File: config.mk
export PLATFORM = sky130hd
export DESIGN_NAME = dvi_prs_queue
export DESIGN_NICKNAME = d
export VERILOG_FILES = /design/src/rtl/dvi_prs_pkg.sv /design/src/rtl/dvi_prs_queue.sv
export SDC_FILE = /design/constraint.sdc
export NUM_CORES = 1
export LEC_CHECK = 0
export BUFFER_PORTS_ARGS = -buffer_cell sky130_fd_sc_hd__buf_4
export CAP_MARGIN = 20
export CORE_ASPECT_RATIO = 1.75
export CORE_MARGIN = 2
export CORE_UTILIZATION = 44
export DETAILED_ROUTE_END_ITERATION = 8
export GPL_ROUTABILITY_DRIVEN = 0
export PLACE_DENSITY = 0.73
export SYNTH_ARGS = -nofsm -noshare
export SYNTH_HDL_FRONTEND = slang
export SYNTH_SLANG_ARGS = --single-unit
File: constraint.sdc
create_clock -name clk -period 2.7 [get_ports clk]
set_input_delay 0 -clock clk [delete_from_list [all_inputs] [get_ports clk]]
set_output_delay 0 -clock clk [all_outputs]
set_load 0.1 [all_outputs]
File: src/rtl/dvi_prs_pkg.sv
package dvi_prs_pkg;

  localparam int STACK_DEPTH = 16;
  localparam int DEPTH_W     = $clog2(STACK_DEPTH + 1);
  localparam int IDX_W       = (STACK_DEPTH > 1) ? $clog2(STACK_DEPTH) : 1;

  localparam int FUNC_W  = 4;
  localparam int DATA_W  = 32;
  localparam int SIZE_W  = 27;
  localparam int LEVEL_W = 5;

  // Width scaling: at-size is brought below 2^23, alpha starts at 16, beta is 256 / alpha.
  localparam int SCALE_W  = 23;
  localparam int BYTE_W   = 8;
  localparam int PROD_W   = BYTE_W + SCALE_W;
  localparam int SUM_W    = PROD_W + 2;
  localparam int SHIFT_W  = 3;
  localparam int ALPHA_SH = 4;
  localparam int BETA_SH  = 8 - ALPHA_SH;

  localparam int FQ_DEPTH = 2;
  localparam int FQ_PTR_W = (FQ_DEPTH > 1) ? $clog2(FQ_DEPTH) : 1;
  localparam int FQ_CNT_W = $clog2(FQ_DEPTH + 1);

  typedef enum logic [FUNC_W-1:0] {
    FN_RIGHT  = 4'd0,
    FN_W_LOAD = 4'd1,
    FN_W_REP  = 4'd2,
    FN_X_LOAD = 4'd3,
    FN_X_REP  = 4'd4,
    FN_DOWN   = 4'd5,
    FN_Y_LOAD = 4'd6,
    FN_Y_REP  = 4'd7,
    FN_Z_LOAD = 4'd8,
    FN_Z_REP  = 4'd9,
    FN_PUSH   = 4'd10,
    FN_POP    = 4'd11,
    FN_CHAR   = 4'd12,
    FN_RULE   = 4'd13
  } func_t;

  typedef enum logic [2:0] {
    OP_NOP,
    OP_ADD_H,
    OP_ADD_V,
    OP_REP,
    OP_PUSH,
    OP_POP
  } op_t;

  typedef enum logic [1:0] {
    SP_W,
    SP_X,
    SP_Y,
    SP_Z
  } space_sel_t;

  typedef struct packed {
    op_t               op;
    logic              load;
    space_sel_t        sel;
    logic [DATA_W-1:0] operand;
  } cmd_t;

  typedef struct packed {
    logic [DATA_W-1:0] h;
    logic [DATA_W-1:0] v;
    logic [DATA_W-1:0] w;
    logic [DATA_W-1:0] x;
    logic [DATA_W-1:0] y;
    logic [DATA_W-1:0] z;
  } frame_t;

endpackage

File: src/rtl/dvi_prs_queue.sv
module dvi_prs_queue (
  input  logic                clk,
  input  logic                rst_n,
  input  dvi_prs_pkg::cmd_t   wr_cmd,
  input  logic                wr_valid,
  output logic                wr_ready,
  output dvi_prs_pkg::cmd_t   rd_cmd,
  output logic                rd_valid,
  input  logic                rd_ready
);

  dvi_prs_pkg::cmd_t                  slot_r [dvi_prs_pkg::FQ_DEPTH];
  logic [dvi_prs_pkg::FQ_PTR_W-1:0]   wr_ptr_r, wr_ptr_nxt;
  logic [dvi_prs_pkg::FQ_PTR_W-1:0]   rd_ptr_r, rd_ptr_nxt;
  logic [dvi_prs_pkg::FQ_CNT_W-1:0]   count_r, count_nxt;
  logic                               push, pop;

  assign wr_ready = count_r < dvi_prs_pkg::FQ_CNT_W'(dvi_prs_pkg::FQ_DEPTH);
  assign rd_valid = count_r != '0;
  assign rd_cmd   = slot_r[rd_ptr_r];
  assign push     = wr_valid && wr_ready;
  assign pop      = rd_valid && rd_ready;

  always_comb begin
    wr_ptr_nxt = wr_ptr_r;
    rd_ptr_nxt = rd_ptr_r;
    count_nxt  = count_r;
    if (push) begin
      wr_ptr_nxt = (wr_ptr_r == dvi_prs_pkg::FQ_PTR_W'(dvi_prs_pkg::FQ_DEPTH - 1))
                 ? '0 : wr_ptr_r + 1'b1;
    end
    if (pop) begin
      rd_ptr_nxt = (rd_ptr_r == dvi_prs_pkg::FQ_PTR_W'(dvi_prs_pkg::FQ_DEPTH - 1))
                 ? '0 : rd_ptr_r + 1'b1;
    end
    if (push && !pop) begin
      count_nxt = count_r + 1'b1;
    end else if (pop && !push) begin
      count_nxt = count_r - 1'b1;
    end
  end

  always_ff @(posedge clk) begin
    if (!rst_n) begin
      wr_ptr_r <= '0;
      rd_ptr_r <= '0;
      count_r  <= '0;
    end else begin
      wr_ptr_r <= wr_ptr_nxt;
      rd_ptr_r <= rd_ptr_nxt;
      count_r  <= count_nxt;
    end
  end

  always_ff @(posedge clk) begin
    if (push) begin
      slot_r[wr_ptr_r] <= wr_cmd;
    end
  end

endmodule

==> results.py <==
metrics = {
    "clock_network": {
        "number_of_cts_inserted_buffers": 9,
        "tritoncts": "done",
        "cts_num_sinks": 81,
        "cts-root-buf": "sky130_fd_sc_hd__clkbuf_16",
        "htree_num_levels": 3,
        "post-cts-setup-buffers": 0,
        "clkTransAtPathRegs_ns": 0.05,
        "cts_buffer_depth": 2,
        "cts-hold-fix-buffers": 39,
        "cts-resized-gates": 0,
        "skew_pair_late_insertion_delay_ns": 0.32,
    },
    "synthesis": {
        "synth_nets": 184,
        "postSynthCellCount": 141,
        "postSynthRegisterBits": 81,
        "synthesis.area_per_instance_um2": 21.0,
        "synth_simple_gate_area_share_pct": 1.94,
        "synth-compound-area-share_pct": 0.843,
        "synth.lib_cells_used.distinct": 18,
        "muxShareOfSynthArea_pct": 14.4,
        "post_synth_xor_area_fraction_pct": 0.885,
        "sequential_element_share_of_the_synthesized_area_pct": 80.3,
        "synth_top_area_cell": "sky130_fd_sc_hd__edfxtp_1",
        "synth.cell_area_um2": 2970,
        "synth_top_area_share_pct": 76.9,
        "synth_top_family_by_area": "multiplexers",
        "yosys-top-cells-area": "sky130_fd_sc_hd__edfxtp_1, sky130_fd_sc_hd__mux2_2, sky130_fd_sc_hd__dfxtp_1",
        "synth_area_in_adders_pct": 0.422,
        "ys_warn_count": 0,
    },
    "cells_and_area": {
        "final_cell_mix": "sky130_fd_sc_hd__buf_4, sky130_fd_sc_hd__edfxtp_1, sky130_fd_sc_hd__dlygate4sd3_1",
        "layout-drive-gt1-share_pct": 51.1,
        "final_nets": 316,
        "antennaDiodeCount": 0,
        "design_area_um2": 4360,
        "final_common_cell": "sky130_fd_sc_hd__buf_4",
        "layout_overhead_on_the_synthesized_area_pct": 47.0,
    },
    "setup_path": {
        "critical_path_peak_fanout": 18,
        "startpoint_type": "flip-flop",
        "critical_path_required_ns": 2.70,
        "arrival_ns": 1.83,
        "timing.critical_path.to_type": "primary output",
        "timing_worst_setup_path_type": "reg -> out",
    },
    "floorplanning": {
        "io-pin-count": 82,
        "floorplan.initialDensity_pct": 45.4,
        "horizontal_die_dimension_um": 66.1,
        "floorplan.core_area_um2": 6540,
        "die_y_um": 113,
        "total_number_of_placement_rows": 39,
        "die_area_um2": 7440,
    },
    "pwr": {
        "ir_drop_uv": 1000,
        "cellPowerDensity_nw_per_um2": 1190,
        "totalPowerFinal_uw": 5190,
        "leakage_uw": 0.00166,
    },
    "sta": {
        "setup_ws_ns": 0.872,
        "timing.clock.skew_ns": 0.00242,
        "maxClockFrequency_mhz": 547,
        "slew_at_the_pin_with_the_worst_max_slew_slack_ns": 0.559,
        "timing.setup.tns_ns": 0,
        "worst_slew_margin_rel_pct": 62.8,
        "slew_viol_final": 0,
        "hold_violations": 0,
        "grt_setup_unrepaired": "false",
        "final_setup_fails": 0,
        "layout_worst_path_cycle_share_pct": 67.7,
        "post-route-min-period_ns": 1.83,
    },
    "placed_design": {
        "dp.final_hpwl_mm": 3.45,
        "place.port_buffers": 81,
        "pre_cts_slack_ns": 0.972,
        "detailed_place.area_um2": 3690,
    },
    "hold_path": {
        "holdCritPathClass": "in -> reg",
    },
    "drt": {
        "routed_wirelength_mm": 5.51,
        "via_per_inst": 4.69,
        "vias": 1688,
        "first_pass_iters": 4,
        "initialDrtViolationCount": 56,
        "dr_wl_met3_um": 300,
        "maxUsedRoutingLayer": "met4",
        "wl_met1_mm": 1.97,
        "route.detailed.drc": 0,
        "wl_met2_mm": 3.07,
        "ant_nets": 0,
        "drt-wirelength-per-cell_um": 15.3,
    },
    "global_route": {
        "grt_first_pass_wirelength_mm": 8.30,
        "gr-total-overflow": 0,
        "global_route.usage.total_pct": 15.8,
        "grt_max_degree": 40,
        "via_count_of_the_first_global_routing_pass": 1806,
        "antenna_found_initial": 0,
    },
    "job": {
        "maxCapViolations": 0,
    },
    "status": {
        "outcome": "complete, no violations",
    },
}
## synthesized netlist by cell type (all sizes together)
cell,instances
o21a,1
or3,1
and2b,1
inv,1
dfxtp,5
and2,4
xnor2,2
buf,4
xor2,1
ha,1
mux2,38
or2,1
edfxtp,76
nor2b,2
o21ai,2
a21boi,1
## final cells by class
type,count,area [um^2]
sequential,81,2380
fill,465,2180
timing repair buffer,125,1040
multi-input combinational,55,552
clock buffer,13,270
tap,82,103
clock inverter,3,13.8
inverter,1,3.75
## routing by layer
layer	global-route usage (%)	up-vias
met3	6.81	16
met1	15.1	813
met5	0	-
li1	-	811
met2	27.3	48
met4	8.84	0
## path summary, 6_finish.rpt
| path | cells after the start | start | slack, ns | end |
|---|---|---|---|---|
| setup / recovery | 3 | flip-flop | 0.87 | rd_cmd[23] |
| hold / removal | 4 | rd_ready | 0.18 | flip-flop |
| setup reg to reg | 3 | count_r[1]$_SDFFE_PN0P_ | 1.00 | slot_r[1][32]$_DFFE_PP_ |
| hold reg to reg | 2 | count_r[1]$_SDFFE_PN0P_ | 0.56 | count_r[1]$_SDFFE_PN0P_ |
## report_power, final
part,internal [uW],total (uW),switching [uW]
clock network,691,1110,424
registers,1590,1670,82.7
logic,593,2410,1820
total,2870,5190,2320
## worst max-delay path, cell delays in order, from the launching register on
cell and delay (ns):
sky130_fd_sc_hd__dfxtp_2 0.60, sky130_fd_sc_hd__buf_4 0.29, sky130_fd_sc_hd__mux2_2 0.37, sky130_fd_sc_hd__buf_4 0.24
## state kept, by name, summed over array words and instances (netlist names), named ones only
name and cells:
wr_ptr_r 1, slot_r 76, count_r 2, rd_ptr_r 1
## stage by stage
stage / std cells / hold slack (ns) / utilization (%)
final: 360 / 0.179 / 66.7
after global routing: 360 / 0.195 / 66.7
after CTS: 360 / 0.149 / 66.7
after detailed placement: 305 / 0.187 / 56.4
after global placement: 305 / 0.185 / 56.4
after floorplan: 141 / 0.0989 / -
## cell families (layout without fill, tap and decap cells)
group,count (synthesis),in the layout
adder cells (fa/ha/maj),1,1
buffers and inverters,5,142
flip-flops,81,81
AND/OR/NAND/NOR,9,9
multiplexers,38,38
XOR/XNOR,3,3
AO/OA/AOI/OAI,4,4
Note: power is estimated with default switching activity, not from simulation.
