--- config.mk ---
export PLATFORM = sky130hd
export DESIGN_NAME = dvi_prs_back_flat
export DESIGN_NICKNAME = d
export VERILOG_FILES = /design/src/rtl/dvi_prs_pkg.sv /design/src/rtl/dvi_prs_if.sv /design/src/rtl/dvi_prs_back.sv /design/src/flat_wrapper.sv
export SDC_FILE = /design/constraint.sdc
export NUM_CORES = 2
export LEC_CHECK = 0
export BUFFER_PORTS_ARGS = -buffer_cell sky130_fd_sc_hd__buf_2
export CAP_MARGIN = 20
export CELL_PAD_IN_SITES_DETAIL_PLACEMENT = 0
export CELL_PAD_IN_SITES_GLOBAL_PLACEMENT = 2
export CORE_MARGIN = 5
export CORE_UTILIZATION = 50
export DETAILED_ROUTE_END_ITERATION = 12
export PLACE_DENSITY = 0.81
export SYNTH_ARGS = -nofsm -noshare
export SYNTH_HDL_FRONTEND = slang
export SYNTH_SLANG_ARGS = --single-unit
export TNS_END_PERCENT = 5
--- constraint.sdc ---
create_clock -name clk -period 19.87 [get_ports clk]
set_clock_uncertainty 0.2 [all_clocks]
set_input_delay 1.987 -clock clk [delete_from_list [all_inputs] [get_ports clk]]
set_output_delay 1.987 -clock clk [all_outputs]
set_load 0.005 [all_outputs]
--- src/rtl/dvi_prs_pkg.sv ---
package dvi_prs_pkg;

  localparam int STACK_DEPTH = 16;
  localparam int DEPTH_W     = $clog2(STACK_DEPTH + 1);
  localparam int IDX_W       = (STACK_DEPTH > 1) ? $clog2(STACK_DEPTH) : 1;

  localparam int FUNC_W  = 4;
  localparam int DATA_W  = 32;
  localparam int SIZE_W  = 27;
  localparam int LEVEL_W = 5;

  // Width scaling: at-size is brought below 2^23, alpha starts at 16, beta is 256 / alpha.
  localparam int SCALE_W  = 23;
  localparam int BYTE_W   = 8;
  localparam int PROD_W   = BYTE_W + SCALE_W;
  localparam int SUM_W    = PROD_W + 2;
  localparam int SHIFT_W  = 3;
  localparam int ALPHA_SH = 4;
  localparam int BETA_SH  = 8 - ALPHA_SH;

  localparam int FQ_DEPTH = 2;
  localparam int FQ_PTR_W = (FQ_DEPTH > 1) ? $clog2(FQ_DEPTH) : 1;
  localparam int FQ_CNT_W = $clog2(FQ_DEPTH + 1);

  typedef enum logic [FUNC_W-1:0] {
    FN_RIGHT  = 4'd0,
    FN_W_LOAD = 4'd1,
    FN_W_REP  = 4'd2,
    FN_X_LOAD = 4'd3,
    FN_X_REP  = 4'd4,
    FN_DOWN   = 4'd5,
    FN_Y_LOAD = 4'd6,
    FN_Y_REP  = 4'd7,
    FN_Z_LOAD = 4'd8,
    FN_Z_REP  = 4'd9,
    FN_PUSH   = 4'd10,
    FN_POP    = 4'd11,
    FN_CHAR   = 4'd12,
    FN_RULE   = 4'd13
  } func_t;

  typedef enum logic [2:0] {
    OP_NOP,
    OP_ADD_H,
    OP_ADD_V,
    OP_REP,
    OP_PUSH,
    OP_POP
  } op_t;

  typedef enum logic [1:0] {
    SP_W,
    SP_X,
    SP_Y,
    SP_Z
  } space_sel_t;

  typedef struct packed {
    op_t               op;
    logic              load;
    space_sel_t        sel;
    logic [DATA_W-1:0] operand;
  } cmd_t;

  typedef struct packed {
    logic [DATA_W-1:0] h;
    logic [DATA_W-1:0] v;
    logic [DATA_W-1:0] w;
    logic [DATA_W-1:0] x;
    logic [DATA_W-1:0] y;
    logic [DATA_W-1:0] z;
  } frame_t;

endpackage

--- src/rtl/dvi_prs_if.sv ---


interface dvi_prs_out_if;
  logic                                     valid;
  logic                                     ready;
  logic signed [dvi_prs_pkg::DATA_W-1:0]    h_pos;
  logic signed [dvi_prs_pkg::DATA_W-1:0]    v_pos;
  logic        [dvi_prs_pkg::LEVEL_W-1:0]   stack_level;
  logic                                     stack_error;

  modport source (output valid, h_pos, v_pos, stack_level, stack_error, input ready);
  modport sink   (input valid, h_pos, v_pos, stack_level, stack_error, output ready);
endinterface

--- src/rtl/dvi_prs_back.sv ---
module dvi_prs_back (
  input  logic                clk,
  input  logic                rst_n,
  input  dvi_prs_pkg::cmd_t   cmd,
  input  logic                cmd_valid,
  output logic                cmd_ready,
  dvi_prs_out_if.source       out_chan
);

  logic [dvi_prs_pkg::DATA_W-1:0]         h_r, h_nxt;
  logic [dvi_prs_pkg::DATA_W-1:0]         v_r, v_nxt;
  logic [3:0][dvi_prs_pkg::DATA_W-1:0]    space_r, space_nxt;
  logic [dvi_prs_pkg::DEPTH_W-1:0]        depth_r, depth_nxt;
  dvi_prs_pkg::frame_t                    stack_r [dvi_prs_pkg::STACK_DEPTH];

  logic                                   out_valid_r;
  logic [dvi_prs_pkg::DATA_W-1:0]         out_h_r, out_v_r;
  logic [dvi_prs_pkg::LEVEL_W-1:0]        out_level_r;
  logic                                   out_err_r;

  logic                                   take;
  logic                                   err;
  logic                                   push_en;
  logic [dvi_prs_pkg::DEPTH_W-1:0]        depth_m1;
  logic [dvi_prs_pkg::DATA_W-1:0]         rep_val;
  dvi_prs_pkg::frame_t                    pop_frame;
  dvi_prs_pkg::frame_t                    push_frame;

  assign cmd_ready = !out_valid_r || out_chan.ready;
  assign take      = cmd_valid && cmd_ready;
  assign depth_m1  = depth_r - dvi_prs_pkg::DEPTH_W'(1);
  assign rep_val   = space_r[cmd.sel];
  assign pop_frame = stack_r[depth_m1[dvi_prs_pkg::IDX_W-1:0]];

  assign push_frame.h = h_r;
  assign push_frame.v = v_r;
  assign push_frame.w = space_r[dvi_prs_pkg::SP_W];
  assign push_frame.x = space_r[dvi_prs_pkg::SP_X];
  assign push_frame.y = space_r[dvi_prs_pkg::SP_Y];
  assign push_frame.z = space_r[dvi_prs_pkg::SP_Z];

  always_comb begin
    h_nxt     = h_r;
    v_nxt     = v_r;
    space_nxt = space_r;
    depth_nxt = depth_r;
    err       = 1'b0;
    push_en   = 1'b0;
    case (cmd.op)
      dvi_prs_pkg::OP_ADD_H: begin
        h_nxt = h_r + cmd.operand;
        if (cmd.load) begin
          space_nxt[cmd.sel] = cmd.operand;
        end
      end
      dvi_prs_pkg::OP_ADD_V: begin
        v_nxt = v_r + cmd.operand;
        if (cmd.load) begin
          space_nxt[cmd.sel] = cmd.operand;
        end
      end
      dvi_prs_pkg::OP_REP: begin
        if (cmd.sel == dvi_prs_pkg::SP_W || cmd.sel == dvi_prs_pkg::SP_X) begin
          h_nxt = h_r + rep_val;
        end else begin
          v_nxt = v_r + rep_val;
        end
      end
      dvi_prs_pkg::OP_PUSH: begin
        // drop a push onto a full stack and flag it
        if (depth_r >= dvi_prs_pkg::DEPTH_W'(dvi_prs_pkg::STACK_DEPTH)) begin
          err = 1'b1;
        end else begin
          push_en   = 1'b1;
          depth_nxt = depth_r + dvi_prs_pkg::DEPTH_W'(1);
        end
      end
      dvi_prs_pkg::OP_POP: begin
        if (depth_r == '0) begin
          err = 1'b1;
        end else begin
          depth_nxt                      = depth_m1;
          h_nxt                          = pop_frame.h;
          v_nxt                          = pop_frame.v;
          space_nxt[dvi_prs_pkg::SP_W]   = pop_frame.w;
          space_nxt[dvi_prs_pkg::SP_X]   = pop_frame.x;
          space_nxt[dvi_prs_pkg::SP_Y]   = pop_frame.y;
          space_nxt[dvi_prs_pkg::SP_Z]   = pop_frame.z;
        end
      end
      default: begin
      end
    endcase
  end

  always_ff @(posedge clk) begin
    if (!rst_n) begin
      h_r         <= '0;
      v_r         <= '0;
      space_r     <= '0;
      depth_r     <= '0;
      out_valid_r <= 1'b0;
    end else begin
      if (take) begin
        h_r     <= h_nxt;
        v_r     <= v_nxt;
        space_r <= space_nxt;
        depth_r <= depth_nxt;
      end
      if (take) begin
        out_valid_r <= 1'b1;
      end else if (out_chan.ready) begin
        out_valid_r <= 1'b0;
      end
    end
  end

  always_ff @(posedge clk) begin
    if (take) begin
      out_h_r     <= h_nxt;
      out_v_r     <= v_nxt;
      out_level_r <= dvi_prs_pkg::LEVEL_W'(depth_nxt);
      out_err_r   <= err;
    end
    if (take && push_en) begin
      stack_r[depth_r[dvi_prs_pkg::IDX_W-1:0]] <= push_frame;
    end
  end

  assign out_chan.valid       = out_valid_r;
  assign out_chan.h_pos       = out_h_r;
  assign out_chan.v_pos       = out_v_r;
  assign out_chan.stack_level = out_level_r;
  assign out_chan.stack_error = out_err_r;

endmodule

--- src/flat_wrapper.sv ---
// flat-port wrapper written by rule: the top's interface ports become plain ports
module dvi_prs_back_flat 
  (clk, rst_n, cmd, cmd_valid, cmd_ready, out_chan_valid, out_chan_h_pos, out_chan_v_pos, out_chan_stack_level, out_chan_stack_error, out_chan_ready);
  dvi_prs_out_if out_chan_i ();
  input  logic clk;
  input  logic rst_n;
  input  dvi_prs_pkg::cmd_t cmd;
  input  logic cmd_valid;
  output logic cmd_ready;
  output wire logic [$bits(out_chan_i.valid)-1:0] out_chan_valid;
  output wire logic [$bits(out_chan_i.h_pos)-1:0] out_chan_h_pos;
  output wire logic [$bits(out_chan_i.v_pos)-1:0] out_chan_v_pos;
  output wire logic [$bits(out_chan_i.stack_level)-1:0] out_chan_stack_level;
  output wire logic [$bits(out_chan_i.stack_error)-1:0] out_chan_stack_error;
  input wire logic [$bits(out_chan_i.ready)-1:0] out_chan_ready;
  assign out_chan_valid = out_chan_i.valid;
  assign out_chan_h_pos = out_chan_i.h_pos;
  assign out_chan_v_pos = out_chan_i.v_pos;
  assign out_chan_stack_level = out_chan_i.stack_level;
  assign out_chan_stack_error = out_chan_i.stack_error;
  assign out_chan_i.ready = out_chan_ready;
  dvi_prs_back u_core (.clk(clk), .rst_n(rst_n), .cmd(cmd), .cmd_valid(cmd_valid), .cmd_ready(cmd_ready), .out_chan(out_chan_i));
endmodule
==> summary.md <==
| Metric | Value |
|---|---|
| Status | finished, final reports clean |
| Total GRT Usage | 25.5% |
| Tmin final | 6.74 ns |
| Drt wl/cell | 33.3 um |
| CTS Buffer Depth | 4 |
| Syn_nets | 6854 |
| Ys async rst share | 0% |
| Vias | 70400 |
| Initial antenna violation count | 25 |
| RR Endpoint | u_core.v_r[22]$_SDFFE_PN0P_ |
| Arrival time at the worst endpoint | 7.31 ns |
| H-Tree Level Count | 5 |
| WP data required | around 20 ns |
| Routed WL | 358000 um |
| Worst path bufs/invs | 4 |
| Pwr dens | between 100 and 150 mW/mm^2 |
| Synth Instances | ~6700 |
| Max IR drop VDD | between 0.08 and 0.09 mV |
| IO Count | 114 |
| DRT Pass-1 Iters | 8 |
| Ys flop type | edfxtp_1 |
| HP Start | u_core.out_chan.valid$_SDFFE_PN0P_ |
| Hold EP | u_core.out_chan.valid$_SDFFE_PN0P_ |
| Port buffer count | 113 |
| Unrepaired setup endpoints after global routing | no |
| Total CTS buffers | ~340 |
| Max FO, Critical Path | 142 |
| First-pass GRT wire length | 513000 um |
| Post-CTS setup buffer count | 0 |
| Hold buffer count at cts | 0 |
| Worst path max stage delay | 0.98 ns |
| Final Cycle Share | approximately a third |
| Max_cap viols | 0 |
| Fmax | 148 MHz |
| Critical path's top delay family | buffers and inverters |
| Syn Area/Cell | 20.1 sq um |
| Worst reg-to-reg setup slack | approximately 13 ns |
| Final Wtd Congestion | 0.910 |
| Actual slew at the worst max-slew pin | about 1.2 ns |
| Share of layout cells above drive strength 1 | 24.6% |
| Slew headroom | 23.1% |
| Synth Register Bits | around 3300 |
| Ranking of synthesized cells by area | edfxtp_1, mux4_2, dfxtp_1 |
| Nature of the critical path startpoint | flip-flop |
| Hold Path Depth | 2 |
| GRT overflow | 0 |
| Leakage power | 47.7 nW |
| Antenna viol nets, final | 0 |
| HP Class | flip-flop to flip-flop |
| Vias in the first global route | 70000 |
| Total negative setup slack | 0 ns |
| Final Max Slew Viols | 0 |
| # nets final | 7087 |
| Mapped cell area | about 0.13 sq mm |
| Dpl hpwl | between 150000 and 200000 um |
| Clock Pin Slew Worst Setup and Hold Paths | 0.06 ns |
| CTS resizes | 0 |
| Violation count after the first detailed-route iteration | 10200 |
| Die W | 528 um |
| FP Rows | 190 |
| Clock sinks | 3340 |
| Initial core utilization | 50.2% |
| Slowest CP cell | buf_4 |
| Final hold violation count | 0 |
| Clock Latency Late Sink | 0.90 ns |
| Die height | 528 um |
| Largest net degree at the start of global routing | ~140 |
| Start of the worst register-to-register path | u_core.depth_r[0]$_SDFFE_PN0P_ |
| Setup crit end kind | flip-flop |
| DRC viols | 0 |
| Final setup viols | 0 |
| Number of synthesized flops with an enable pin | approximately 3100 |
| Yosys cell types | 90 |
| Reg2reg path depth | 10 |
| Synthesis Warnings | 0 |
| Top-area cell type share of the netlist area | roughly 70% |
| Pwr Total | ~15 mW |
| Post-synthesis sequential area ratio | 73.3% |
| CP Cell Sequence | inv_1 > ha_4 > buf_4 > buf_12 > buf_4 > mux4_2 > mux4_2 > a22o_1 > a221o_1 > o21ba_1 |
| CTS tree | built |
| Core Area | approximately 0.27 sq mm |
| Area growth syn-to-layout | 11.8% |
| Yosys top cell by area | edfxtp_1 |
| Vias per cell | between 6 and 7 |
| Die ar. | 0.279 sq mm |
| Root Driver | clkbuf_16 |
| Kind of critical path | flip-flop to flip-flop |
synthesized netlist by cell type (all sizes together) (48+ instances only):
master	number
nor3	48
dfxtp	198
xnor2	69
edfxtp	3142
a31oi	152
nand2	354
clkbuf	209
o21ai	288
ha	129
mux4	966
a21oi	195
buf	166
nor2	149
inv	52
mux2i	67
per-layer routing:
layer	vias up	routed length (um)	global-route usage, %
met5	-	13	0
met4	2	8440	6.08
met3	494	33800	3.92
met2	3773	168000	39.5
met1	37700	148000	38.6
li1	28400	-	-
cells by family after synthesis:
logic type,Yosys count,share of synthesized area [%]
AND/OR/NAND/NOR,723,2.40
AO/OA/AOI/OAI,915,4.23
buffers and inverters,429,1.39
adder cells (fa/ha/maj),133,1.26
XOR/XNOR,105,0.686
flip-flops,3340,73.3
multiplexers,1034,16.7
through the flow:
| stage | cell area (sq um) | hold WS [ns] | worst slack, ns | util [%] | cells |
|---|---|---|---|---|---|
| global placement | 139000 | 0.340 | 12.61 | 52.0 | 10100 |
| finish | 150000 | 0.357 | 13.13 | 56.1 | 10800 |
| global route | 150000 | 0.408 | 12.92 | 56.1 | 10700 |
| CTS | 150000 | 0.365 | 13.18 | 56.0 | 10700 |
| detailed placement | 139000 | 0.356 | 12.59 | 52.0 | 10100 |
| floorplan | 134000 | 0.337 | 2.78 | - | 6679 |
tightest hold or removal path, cell delays in order (launching register included):
cell	delay [ns]
dfxtp_1	0.31
nand2b_1	0.12
a21oi_1	0.08
cell type report:
class                   instances  area [sq um]
fillers                     19700        118000
inverters                      54           208
multi-input cells            2910         34200
repair buffers                269          1900
diodes                         10          25.0
clock inverters               159          1590
flip-flops and latches       3340         98300
clock buffers                 456          9280
well taps                    3552          4440
registers in the layout (all words and copies together), names as in the netlist:
signal and flops:
u_core.out_chan.valid 1, u_core.out_chan.stack_level 5, u_core.stack_r 3072, u_core.depth_r 5, u_core.out_chan.stack_error 1, u_core.h_r 32, u_core.v_r 32, u_core.out_chan.v_pos 32
u_core.out_chan.h_pos 32, u_core.push_frame 128
where the power goes:
part | internal (mW) | total [mW] | switching (mW)
Sequential | 7.73 | 7.86 | 0.136
Combinational | 0.511 | 1.19 | 0.675
Clock | 3.64 | 6.25 | 2.62
Total | 11.9 | 15.3 | 3.43
cell usage in the layout, fill, tap and decap left out, types with 130 or more instances in the layout:
cell	instances
a21oi_1	194
a31oi_1	151
buf_4	144
clkbuf_16	345
dfxtp_1	197
edfxtp_1	3142
mux4_2	966
nand2_1	353
nor2_1	130
o21ai_0	280
how the worst max path moves through the flow:
stage                                        start                                  end  slack (ns)  cells past startpoint
finish              u_core.depth_r[0]$_SDFFE_PN0P_          u_core.v_r[22]$_SDFFE_PN0P_       13.13                     10
global route        u_core.depth_r[0]$_SDFFE_PN0P_          u_core.v_r[22]$_SDFFE_PN0P_       12.92                     10
CTS                 u_core.depth_r[0]$_SDFFE_PN0P_          u_core.v_r[22]$_SDFFE_PN0P_       13.18                     10
detailed placement                         cmd[33]  u_core.out_chan.h_pos[31]$_DFFE_PP_       12.59                     14
global placement                           cmd[33]  u_core.out_chan.h_pos[31]$_DFFE_PP_       12.61                     14
floorplan                                  cmd[36]       u_core.stack_r[2][0]$_DFFE_PP_        2.78                      5
Power figures use the tool's default switching activity.
