`src/rtl/dvi_prs_pkg.sv`:
```
package dvi_prs_pkg;

  localparam int STACK_DEPTH = 16;
  localparam int DEPTH_W     = $clog2(STACK_DEPTH + 1);
  localparam int IDX_W       = (STACK_DEPTH > 1) ? $clog2(STACK_DEPTH) : 1;

  localparam int FUNC_W  = 4;
  localparam int DATA_W  = 32;
  localparam int SIZE_W  = 27;
  localparam int LEVEL_W = 5;

  // Width scaling: at-size is brought below 2^23, alpha starts at 16, beta is 256 / alpha.
  localparam int SCALE_W  = 23;
  localparam int BYTE_W   = 8;
  localparam int PROD_W   = BYTE_W + SCALE_W;
  localparam int SUM_W    = PROD_W + 2;
  localparam int SHIFT_W  = 3;
  localparam int ALPHA_SH = 4;
  localparam int BETA_SH  = 8 - ALPHA_SH;

  localparam int FQ_DEPTH = 2;
  localparam int FQ_PTR_W = (FQ_DEPTH > 1) ? $clog2(FQ_DEPTH) : 1;
  localparam int FQ_CNT_W = $clog2(FQ_DEPTH + 1);

  typedef enum logic [FUNC_W-1:0] {
    FN_RIGHT  = 4'd0,
    FN_W_LOAD = 4'd1,
    FN_W_REP  = 4'd2,
    FN_X_LOAD = 4'd3,
    FN_X_REP  = 4'd4,
    FN_DOWN   = 4'd5,
    FN_Y_LOAD = 4'd6,
    FN_Y_REP  = 4'd7,
    FN_Z_LOAD = 4'd8,
    FN_Z_REP  = 4'd9,
    FN_PUSH   = 4'd10,
    FN_POP    = 4'd11,
    FN_CHAR   = 4'd12,
    FN_RULE   = 4'd13
  } func_t;

  typedef enum logic [2:0] {
    OP_NOP,
    OP_ADD_H,
    OP_ADD_V,
    OP_REP,
    OP_PUSH,
    OP_POP
  } op_t;

  typedef enum logic [1:0] {
    SP_W,
    SP_X,
    SP_Y,
    SP_Z
  } space_sel_t;

  typedef struct packed {
    op_t               op;
    logic              load;
    space_sel_t        sel;
    logic [DATA_W-1:0] operand;
  } cmd_t;

  typedef struct packed {
    logic [DATA_W-1:0] h;
    logic [DATA_W-1:0] v;
    logic [DATA_W-1:0] w;
    logic [DATA_W-1:0] x;
    logic [DATA_W-1:0] y;
    logic [DATA_W-1:0] z;
  } frame_t;

endpackage

```
`src/rtl/dvi_prs_if.sv`:
```
interface dvi_prs_in_if;
  logic                                     valid;
  logic                                     ready;
  logic        [dvi_prs_pkg::FUNC_W-1:0]    func;
  logic signed [dvi_prs_pkg::DATA_W-1:0]    distance;
  logic        [dvi_prs_pkg::DATA_W-1:0]    fix_word;
  logic        [dvi_prs_pkg::SIZE_W-1:0]    font_size;

  modport source (output valid, func, distance, fix_word, font_size, input ready);
  modport sink   (input valid, func, distance, fix_word, font_size, output ready);
endinterface


```
`src/rtl/dvi_prs_front.sv`:
```
module dvi_prs_front (
  input  logic                clk,
  input  logic                rst_n,
  dvi_prs_in_if.sink          in_chan,
  output dvi_prs_pkg::cmd_t   cmd,
  output logic                cmd_valid,
  input  logic                cmd_ready
);

  // stage 1: classified command, reduced at-size and shift count
  logic                                 s1_v_r;
  dvi_prs_pkg::cmd_t                    s1_cmd_r;
  logic                                 s1_char_r;
  logic [dvi_prs_pkg::SCALE_W-1:0]      s1_scale_r;
  logic [dvi_prs_pkg::SHIFT_W-1:0]      s1_k_r;
  logic [dvi_prs_pkg::DATA_W-1:0]       s1_fix_r;
  // stage 2: byte products
  logic                                 s2_v_r;
  dvi_prs_pkg::cmd_t                    s2_cmd_r;
  logic                                 s2_char_r;
  logic [dvi_prs_pkg::PROD_W-1:0]       s2_b1_r;
  logic [dvi_prs_pkg::PROD_W-1:0]       s2_b2_r;
  logic [dvi_prs_pkg::PROD_W-1:0]       s2_b3_r;
  logic                                 s2_neg_r;
  logic [dvi_prs_pkg::SHIFT_W-1:0]      s2_k_r;
  logic [dvi_prs_pkg::DATA_W-1:0]       s2_alpha_r;
  // stage 3: accumulated sum
  logic                                 s3_v_r;
  dvi_prs_pkg::cmd_t                    s3_cmd_r;
  logic                                 s3_char_r;
  logic [dvi_prs_pkg::SUM_W-1:0]        s3_sum_r;
  logic                                 s3_neg_r;
  logic [dvi_prs_pkg::SHIFT_W-1:0]      s3_k_r;
  logic [dvi_prs_pkg::DATA_W-1:0]       s3_alpha_r;

  logic                                 en1, en2, en3;
  dvi_prs_pkg::cmd_t                    in_cmd;
  logic                                 in_char;
  logic [dvi_prs_pkg::SHIFT_W-1:0]      in_k;
  logic [dvi_prs_pkg::SIZE_W-1:0]       in_shifted;
  logic [dvi_prs_pkg::PROD_W:0]         part_sum;
  logic [dvi_prs_pkg::SUM_W-1:0]        full_sum;
  logic [dvi_prs_pkg::SHIFT_W-1:0]      beta_sh;
  logic [dvi_prs_pkg::SUM_W-1:0]        quotient;
  logic [dvi_prs_pkg::DATA_W-1:0]       char_w;

  assign en3 = !s3_v_r || cmd_ready;
  assign en2 = !s2_v_r || en3;
  assign en1 = !s1_v_r || en2;
  assign in_chan.ready = en1;

  always_comb begin
    in_cmd         = '0;
    in_cmd.op      = dvi_prs_pkg::OP_NOP;
    in_cmd.sel     = dvi_prs_pkg::SP_W;
    in_cmd.operand = in_chan.distance;
    in_char        = 1'b0;
    case (dvi_prs_pkg::func_t'(in_chan.func))
      dvi_prs_pkg::FN_RIGHT, dvi_prs_pkg::FN_RULE: begin
        in_cmd.op = dvi_prs_pkg::OP_ADD_H;
      end
      dvi_prs_pkg::FN_W_LOAD: begin
        in_cmd.op   = dvi_prs_pkg::OP_ADD_H;
        in_cmd.load = 1'b1;
        in_cmd.sel  = dvi_prs_pkg::SP_W;
      end
      dvi_prs_pkg::FN_W_REP: begin
        in_cmd.op  = dvi_prs_pkg::OP_REP;
        in_cmd.sel = dvi_prs_pkg::SP_W;
      end
      dvi_prs_pkg::FN_X_LOAD: begin
        in_cmd.op   = dvi_prs_pkg::OP_ADD_H;
        in_cmd.load = 1'b1;
        in_cmd.sel  = dvi_prs_pkg::SP_X;
      end
      dvi_prs_pkg::FN_X_REP: begin
        in_cmd.op  = dvi_prs_pkg::OP_REP;
        in_cmd.sel = dvi_prs_pkg::SP_X;
      end
      dvi_prs_pkg::FN_DOWN: begin
        in_cmd.op = dvi_prs_pkg::OP_ADD_V;
      end
      dvi_prs_pkg::FN_Y_LOAD: begin
        in_cmd.op   = dvi_prs_pkg::OP_ADD_V;
        in_cmd.load = 1'b1;
        in_cmd.sel  = dvi_prs_pkg::SP_Y;
      end
      dvi_prs_pkg::FN_Y_REP: begin
        in_cmd.op  = dvi_prs_pkg::OP_REP;
        in_cmd.sel = dvi_prs_pkg::SP_Y;
      end
      dvi_prs_pkg::FN_Z_LOAD: begin
        in_cmd.op   = dvi_prs_pkg::OP_ADD_V;
        in_cmd.load = 1'b1;
        in_cmd.sel  = dvi_prs_pkg::SP_Z;
      end
      dvi_prs_pkg::FN_Z_REP: begin
        in_cmd.op  = dvi_prs_pkg::OP_REP;
        in_cmd.sel = dvi_prs_pkg::SP_Z;
      end
      dvi_prs_pkg::FN_PUSH: begin
        in_cmd.op = dvi_prs_pkg::OP_PUSH;
      end
      dvi_prs_pkg::FN_POP: begin
        in_cmd.op = dvi_prs_pkg::OP_POP;
      end
      dvi_prs_pkg::FN_CHAR: begin
        in_cmd.op = dvi_prs_pkg::OP_ADD_H;
        in_char   = 1'b1;
      end
      default: begin
        in_cmd.op = dvi_prs_pkg::OP_NOP;
      end
    endcase
  end

  // halve the at-size until it is below 2^23; each halving doubles alpha
  always_comb begin
    if (in_chan.font_size[26]) begin
      in_k = 3'd4;
    end else if (in_chan.font_size[25]) begin
      in_k = 3'd3;
    end else if (in_chan.font_size[24]) begin
      in_k = 3'd2;
    end else if (in_chan.font_size[23]) begin
      in_k = 3'd1;
    end else begin
      in_k = 3'd0;
    end
  end

  assign in_shifted = in_chan.font_size >> in_k;

  always_ff @(posedge clk) begin
    if (!rst_n) begin
      s1_v_r <= 1'b0;
      s2_v_r <= 1'b0;
      s3_v_r <= 1'b0;
    end else begin
      if (en1) begin
        s1_v_r <= in_chan.valid;
      end
      if (en2) begin
        s2_v_r <= s1_v_r;
      end
      if (en3) begin
        s3_v_r <= s2_v_r;
      end
    end
  end

  always_ff @(posedge clk) begin
    if (en1) begin
      s1_cmd_r   <= in_cmd;
      s1_char_r  <= in_char;
      s1_scale_r <= in_shifted[dvi_prs_pkg::SCALE_W-1:0];
      s1_k_r     <= in_k;
      s1_fix_r   <= in_chan.fix_word;
    end
    if (en2) begin
      s2_cmd_r   <= s1_cmd_r;
      s2_char_r  <= s1_char_r;
      s2_b1_r    <= s1_fix_r[23:16] * s1_scale_r;
      s2_b2_r    <= s1_fix_r[15:8] * s1_scale_r;
      s2_b3_r    <= s1_fix_r[7:0] * s1_scale_r;
      s2_neg_r   <= |s1_fix_r[31:24];
      s2_k_r     <= s1_k_r;
      s2_alpha_r <= dvi_prs_pkg::DATA_W'(s1_scale_r) << (dvi_prs_pkg::ALPHA_SH + s1_k_r);
    end
    if (en3) begin
      s3_cmd_r   <= s2_cmd_r;
      s3_char_r  <= s2_char_r;
      s3_sum_r   <= full_sum;
      s3_neg_r   <= s2_neg_r;
      s3_k_r     <= s2_k_r;
      s3_alpha_r <= s2_alpha_r;
    end
  end

  assign part_sum = (dvi_prs_pkg::PROD_W + 1)'(s2_b2_r)
                  + (dvi_prs_pkg::PROD_W + 1)'(s2_b3_r >> 8);
  assign full_sum = dvi_prs_pkg::SUM_W'(s2_b1_r) + dvi_prs_pkg::SUM_W'(part_sum >> 8);

  // divide by beta, then subtract alpha for a negative fix-word
  assign beta_sh  = dvi_prs_pkg::SHIFT_W'(dvi_prs_pkg::BETA_SH) - s3_k_r;
  assign quotient = s3_sum_r >> beta_sh;
  assign char_w   = quotient[dvi_prs_pkg::DATA_W-1:0] - (s3_neg_r ? s3_alpha_r : '0);

  always_comb begin
    cmd = s3_cmd_r;
    if (s3_char_r) begin
      cmd.operand = char_w;
    end
  end

  assign cmd_valid = s3_v_r;

endmodule

```
`src/flat_wrapper.sv`:
```
// flat-port wrapper written by rule: the top's interface ports become plain ports
module dvi_prs_front_flat 
  (clk, rst_n, cmd, cmd_valid, cmd_ready, in_chan_valid, in_chan_func, in_chan_distance, in_chan_fix_word, in_chan_font_size, in_chan_ready);
  dvi_prs_in_if in_chan_i ();
  input  logic clk;
  input  logic rst_n;
  output dvi_prs_pkg::cmd_t cmd;
  output logic cmd_valid;
  input  logic cmd_ready;
  input wire logic [$bits(in_chan_i.valid)-1:0] in_chan_valid;
  input wire logic [$bits(in_chan_i.func)-1:0] in_chan_func;
  input wire logic [$bits(in_chan_i.distance)-1:0] in_chan_distance;
  input wire logic [$bits(in_chan_i.fix_word)-1:0] in_chan_fix_word;
  input wire logic [$bits(in_chan_i.font_size)-1:0] in_chan_font_size;
  output wire logic [$bits(in_chan_i.ready)-1:0] in_chan_ready;
  assign in_chan_i.valid = in_chan_valid;
  assign in_chan_i.func = in_chan_func;
  assign in_chan_i.distance = in_chan_distance;
  assign in_chan_i.fix_word = in_chan_fix_word;
  assign in_chan_i.font_size = in_chan_font_size;
  assign in_chan_ready = in_chan_i.ready;
  dvi_prs_front u_core (.clk(clk), .rst_n(rst_n), .in_chan(in_chan_i), .cmd(cmd), .cmd_valid(cmd_valid), .cmd_ready(cmd_ready));
endmodule
```
`config.mk`:
```
export PLATFORM = sky130hd
export DESIGN_NAME = dvi_prs_front_flat
export DESIGN_NICKNAME = d
export VERILOG_FILES = /design/src/rtl/dvi_prs_pkg.sv /design/src/rtl/dvi_prs_if.sv /design/src/rtl/dvi_prs_front.sv /design/src/flat_wrapper.sv
export SDC_FILE = /design/constraint.sdc
export NUM_CORES = 2
export LEC_CHECK = 0
export BUFFER_PORTS_ARGS = -buffer_cell sky130_fd_sc_hd__buf_4
export CAP_MARGIN = 10
export CORE_MARGIN = 5
export CORE_UTILIZATION = 54
export CTS_CLUSTER_SIZE = 24
export DETAILED_ROUTE_END_ITERATION = 10
export PLACE_DENSITY_LB_ADDON = 0.05
export SLEW_MARGIN = 20
export SYNTH_ARGS = -nofsm -noshare
export SYNTH_HDL_FRONTEND = slang
export SYNTH_SLANG_ARGS = --single-unit
```
`constraint.sdc`:
```
create_clock -name clk -period 7.9 [get_ports clk]
set_input_delay 1.58 -clock clk [delete_from_list [all_inputs] [get_ports clk]]
set_output_delay 1.58 -clock clk [all_outputs]
set_load 0.005 [all_outputs]
```
==> reports/results.txt <==
Worst path required time - 6.32 ns
GR peak layer - met2
Worst hold start - u_core.s2_alpha_r[28]
Routed len/inst - 19.89 µm
Worst Hold End - u_core.s3_alpha_r[28]
Starting DRT DRC Count - 1208
F_max - 136.8 MHz
Area leader, netlist - edfxtp_1
Height of the chip - 263.9 µm
Fraction of layout cells with a size suffix above 1 - 0.1046
Crit start category - flop
Core ar. - 64120 µm²
Setup bufs post-CTS - 0
Critical path peak fanout - 28
Initial antenna violation count - 4
Ys async rst share - 0
Syn avg cell area - 10.53 µm²
Synth-to-Final Area Change - 9.674%
Cell Pwr Density - 422.7 nW/µm²
Final worst path period need - 7.310 ns
Met3 usage in global routing - 0.03651
Total negative setup slack - 0 ns
Worst setup path class - flop to output port
Sequential cell area fraction in the yosys report - 0.3158
Vias - 23900
Count of final setup violators - 0
Vias in the first global route - 25610
Final cell count without fillers - 4258
Placed instance count - 4178
Status - completed
Largest net degree at the start of global routing - 75
N_diodes - 0
First-pass GRT wire length - 136000 µm
Warnings from Yosys - 0
PnR worst setup slack - 0.5899 ns
CTS H-tree depth - 2
Reg2reg start - u_core.s1_scale_r[3]
Total CTS buffers - 43
Post-CTS Resized - 0
Total routing usage reported by global routing - 0.2427
Hold Path Class - flop to flop
Drt pass-1 iters - 7
Fin. max-slew vios - 0
Reg2reg path depth - 20
Final period util - 0.9253
CP arrival - 5.73 ns
Top cell type's share of synthesized area - 0.3140
Detail Placement HPWL - 64530 µm
Worst slew margin - 0.2942
Most frequent cells after synthesis - 428 x and2_1, 389 x inv_1, 379 x fa_1, 364 x edfxtp_1, 287 x nand2_1
Max cap viols - 0
Initial Util - 0.5429
Antenna viol nets, final - 0
RSZ-0062 raised after global routing - false
Clock sinks - 367
# rows - 93
Yosys reg bits - 367
Cell count after synthesis - 3306
RR Endpoint - u_core.s2_b1_r[30]
Max clock buf depth - 3
Synthesized area - 34810 µm²
Leak pwr - 17.09 nW
Vias per inst - 5.613
Worst Hold Depth - 0
Synth area leaders - edfxtp_1 31%, fa_1 22%, ha_1 8.2%, and2_1 7.7%, inv_1 4.2%
Critical path endpoint category - output port
Clock transition at path regs - 0.06 ns
Post-layout util - 0.5954
Clock Skew - 0.03724 ns
Worst slew pin tran - 1.059 ns
Net count, final - 4075
Die extent in x - 263.9 µm
Register-to-register setup slack - 1.63 ns
DRC - 0
Post-synth EDFFs - 364
Routing usage on met1 - 0.2948
Drt total wl - 84670 µm
Global route total overflow - 0
CTS tree - yes
Setup WS pre-CTS - 1.230 ns
Prevailing post-synth register cell - edfxtp_1
Hold Vio Cnt, Final - 0
Post-synth cell types - 75
Clk Latency, worst-skew pair - 0.60 ns
Area of the die - 69630 µm²
Count leader, synth - and2_1
Max IR drop VDD - 0.0002068 V
IO Count - 139
Root Driver - clkbuf_16
Final RePlAce weighted congestion - 0.9118
IO buf count - 138
Post-CTS Hold Fix Bufs - 0
Met2 GRT Util - 0.4355
==> cell usage in the layout, fill, tap and decap left out, types with 16 or more instances in the layout <==
master / n
xnor2_1: 97
nand3_1: 36
clkbuf_16: 43
nand4_1: 23
nor2_1: 145
fa_1: 379
and2_1: 428
a211oi_1: 20
a21o_1: 47
mux2_2: 62
nor3_1: 45
edfxtp_1: 364
o211ai_1: 18
o21bai_1: 19
o22ai_1: 16
inv_1: 388
o21ai_0: 70
nor2b_1: 16
mux2i_1: 50
o21a_1: 29
buf_4: 175
xor2_1: 39
ha_1: 228
mux4_2: 20
nand2_1: 286
a21oi_1: 134
==> metrics by stage <==
stage / cell area (µm²) / total power [mW] / hold slack (ns)
2_1_floorplan: 34820 / 11.27 / 0.4003
3_3_place_gp: 36600 / 13.73 / 0.4005
3_5_place_dp: 36620 / 13.98 / 0.4045
4_1_cts: 38150 / 16.23 / 0.4090
5_1_grt: 38170 / 17.60 / 0.4194
6_report: 38170 / 16.14 / 0.4115
==> flip-flops by register name, summed over array words and instances, names as in the netlist, 3 cells and up <==
| signal | flops |
|---|---|
| u_core.s2_b1_r | 31 |
| u_core.s3_cmd_r | 32 |
| u_core.s1_scale_r | 23 |
| u_core.s1_cmd_r | 38 |
| u_core.s1_fix_r | 32 |
| u_core.s2_alpha_r | 32 |
| u_core.s2_k_r | 3 |
| u_core.s3_sum_r | 32 |
| u_core.s3_alpha_r | 32 |
| u_core.s1_k_r | 3 |
| u_core.s2_b2_r | 31 |
| u_core.cmd | 6 |
| u_core.s2_b3_r | 23 |
| u_core.s3_k_r | 3 |
| u_core.s2_cmd_r | 38 |
==> how the worst max path moves through the flow <==
stage                startpoint       to  slack [ns]  cells after the start
4_1_cts        u_core.s3_k_r[0]  cmd[26]        0.59                     17
2_1_floorplan  u_core.s3_k_r[0]  cmd[26]        0.85                     24
3_5_place_dp   u_core.s3_k_r[0]  cmd[26]        1.23                     17
3_3_place_gp   u_core.s3_k_r[0]  cmd[26]        1.34                     17
6_report       u_core.s3_k_r[0]  cmd[26]        0.59                     17
5_1_grt        u_core.s3_k_r[0]  cmd[26]        0.27                     17
==> metal layers <==
| metal | wire length, µm | up-vias |
|---|---|---|
| met5 | 31 | - |
| met1 | 33620 | 11900 |
| li1 | - | 11190 |
| met2 | 43460 | 622 |
| met3 | 4041 | 188 |
| met4 | 3521 | 4 |
==> cell type report <==
class / count / area (µm²)
clock buffers: 48 / 1095
fillers: 5342 / 25940
well taps: 855 / 1070
flip-flops and latches: 367 / 10990
repair buffers: 177 / 1340
clock inverters: 31 / 437.9
inverters: 392 / 1474
multi-input cells: 2388 / 21770
==> critical path, cell delays in order, from the launching register on <==
cell       delay (ns)
edfxtp_1         0.75
inv_2            0.07
ha_1             0.47
buf_4            0.39
mux2_2           0.41
o21ai_0          0.20
o21ai_0          0.12
ha_1             0.37
nor2b_1          0.22
o2111ai_1        0.16
a21oi_1          0.28
o211ai_1         0.22
o211ai_1         0.42
nand2_1          0.18
o31a_1           0.32
xnor2_1          0.14
mux2_2           0.28
buf_4            0.14
==> power by group <==
group / total (mW) / switching [mW] / internal [mW]
Combinational: 10.6 / 6.08 / 4.50
Clock: 2.16 / 0.850 / 1.31
Sequential: 3.40 / 0.300 / 3.10
==> cells by family after synthesis <==
logic type | synth area share
simple gates | 0.1545
other cells | 0.0001077
fa+ha+maj | 0.2999
xor+xnor | 0.03473
flops | 0.3158
mux | 0.04738
buf+inv | 0.06043
compound gates | 0.08710
(Power assumes the default switching activity.)
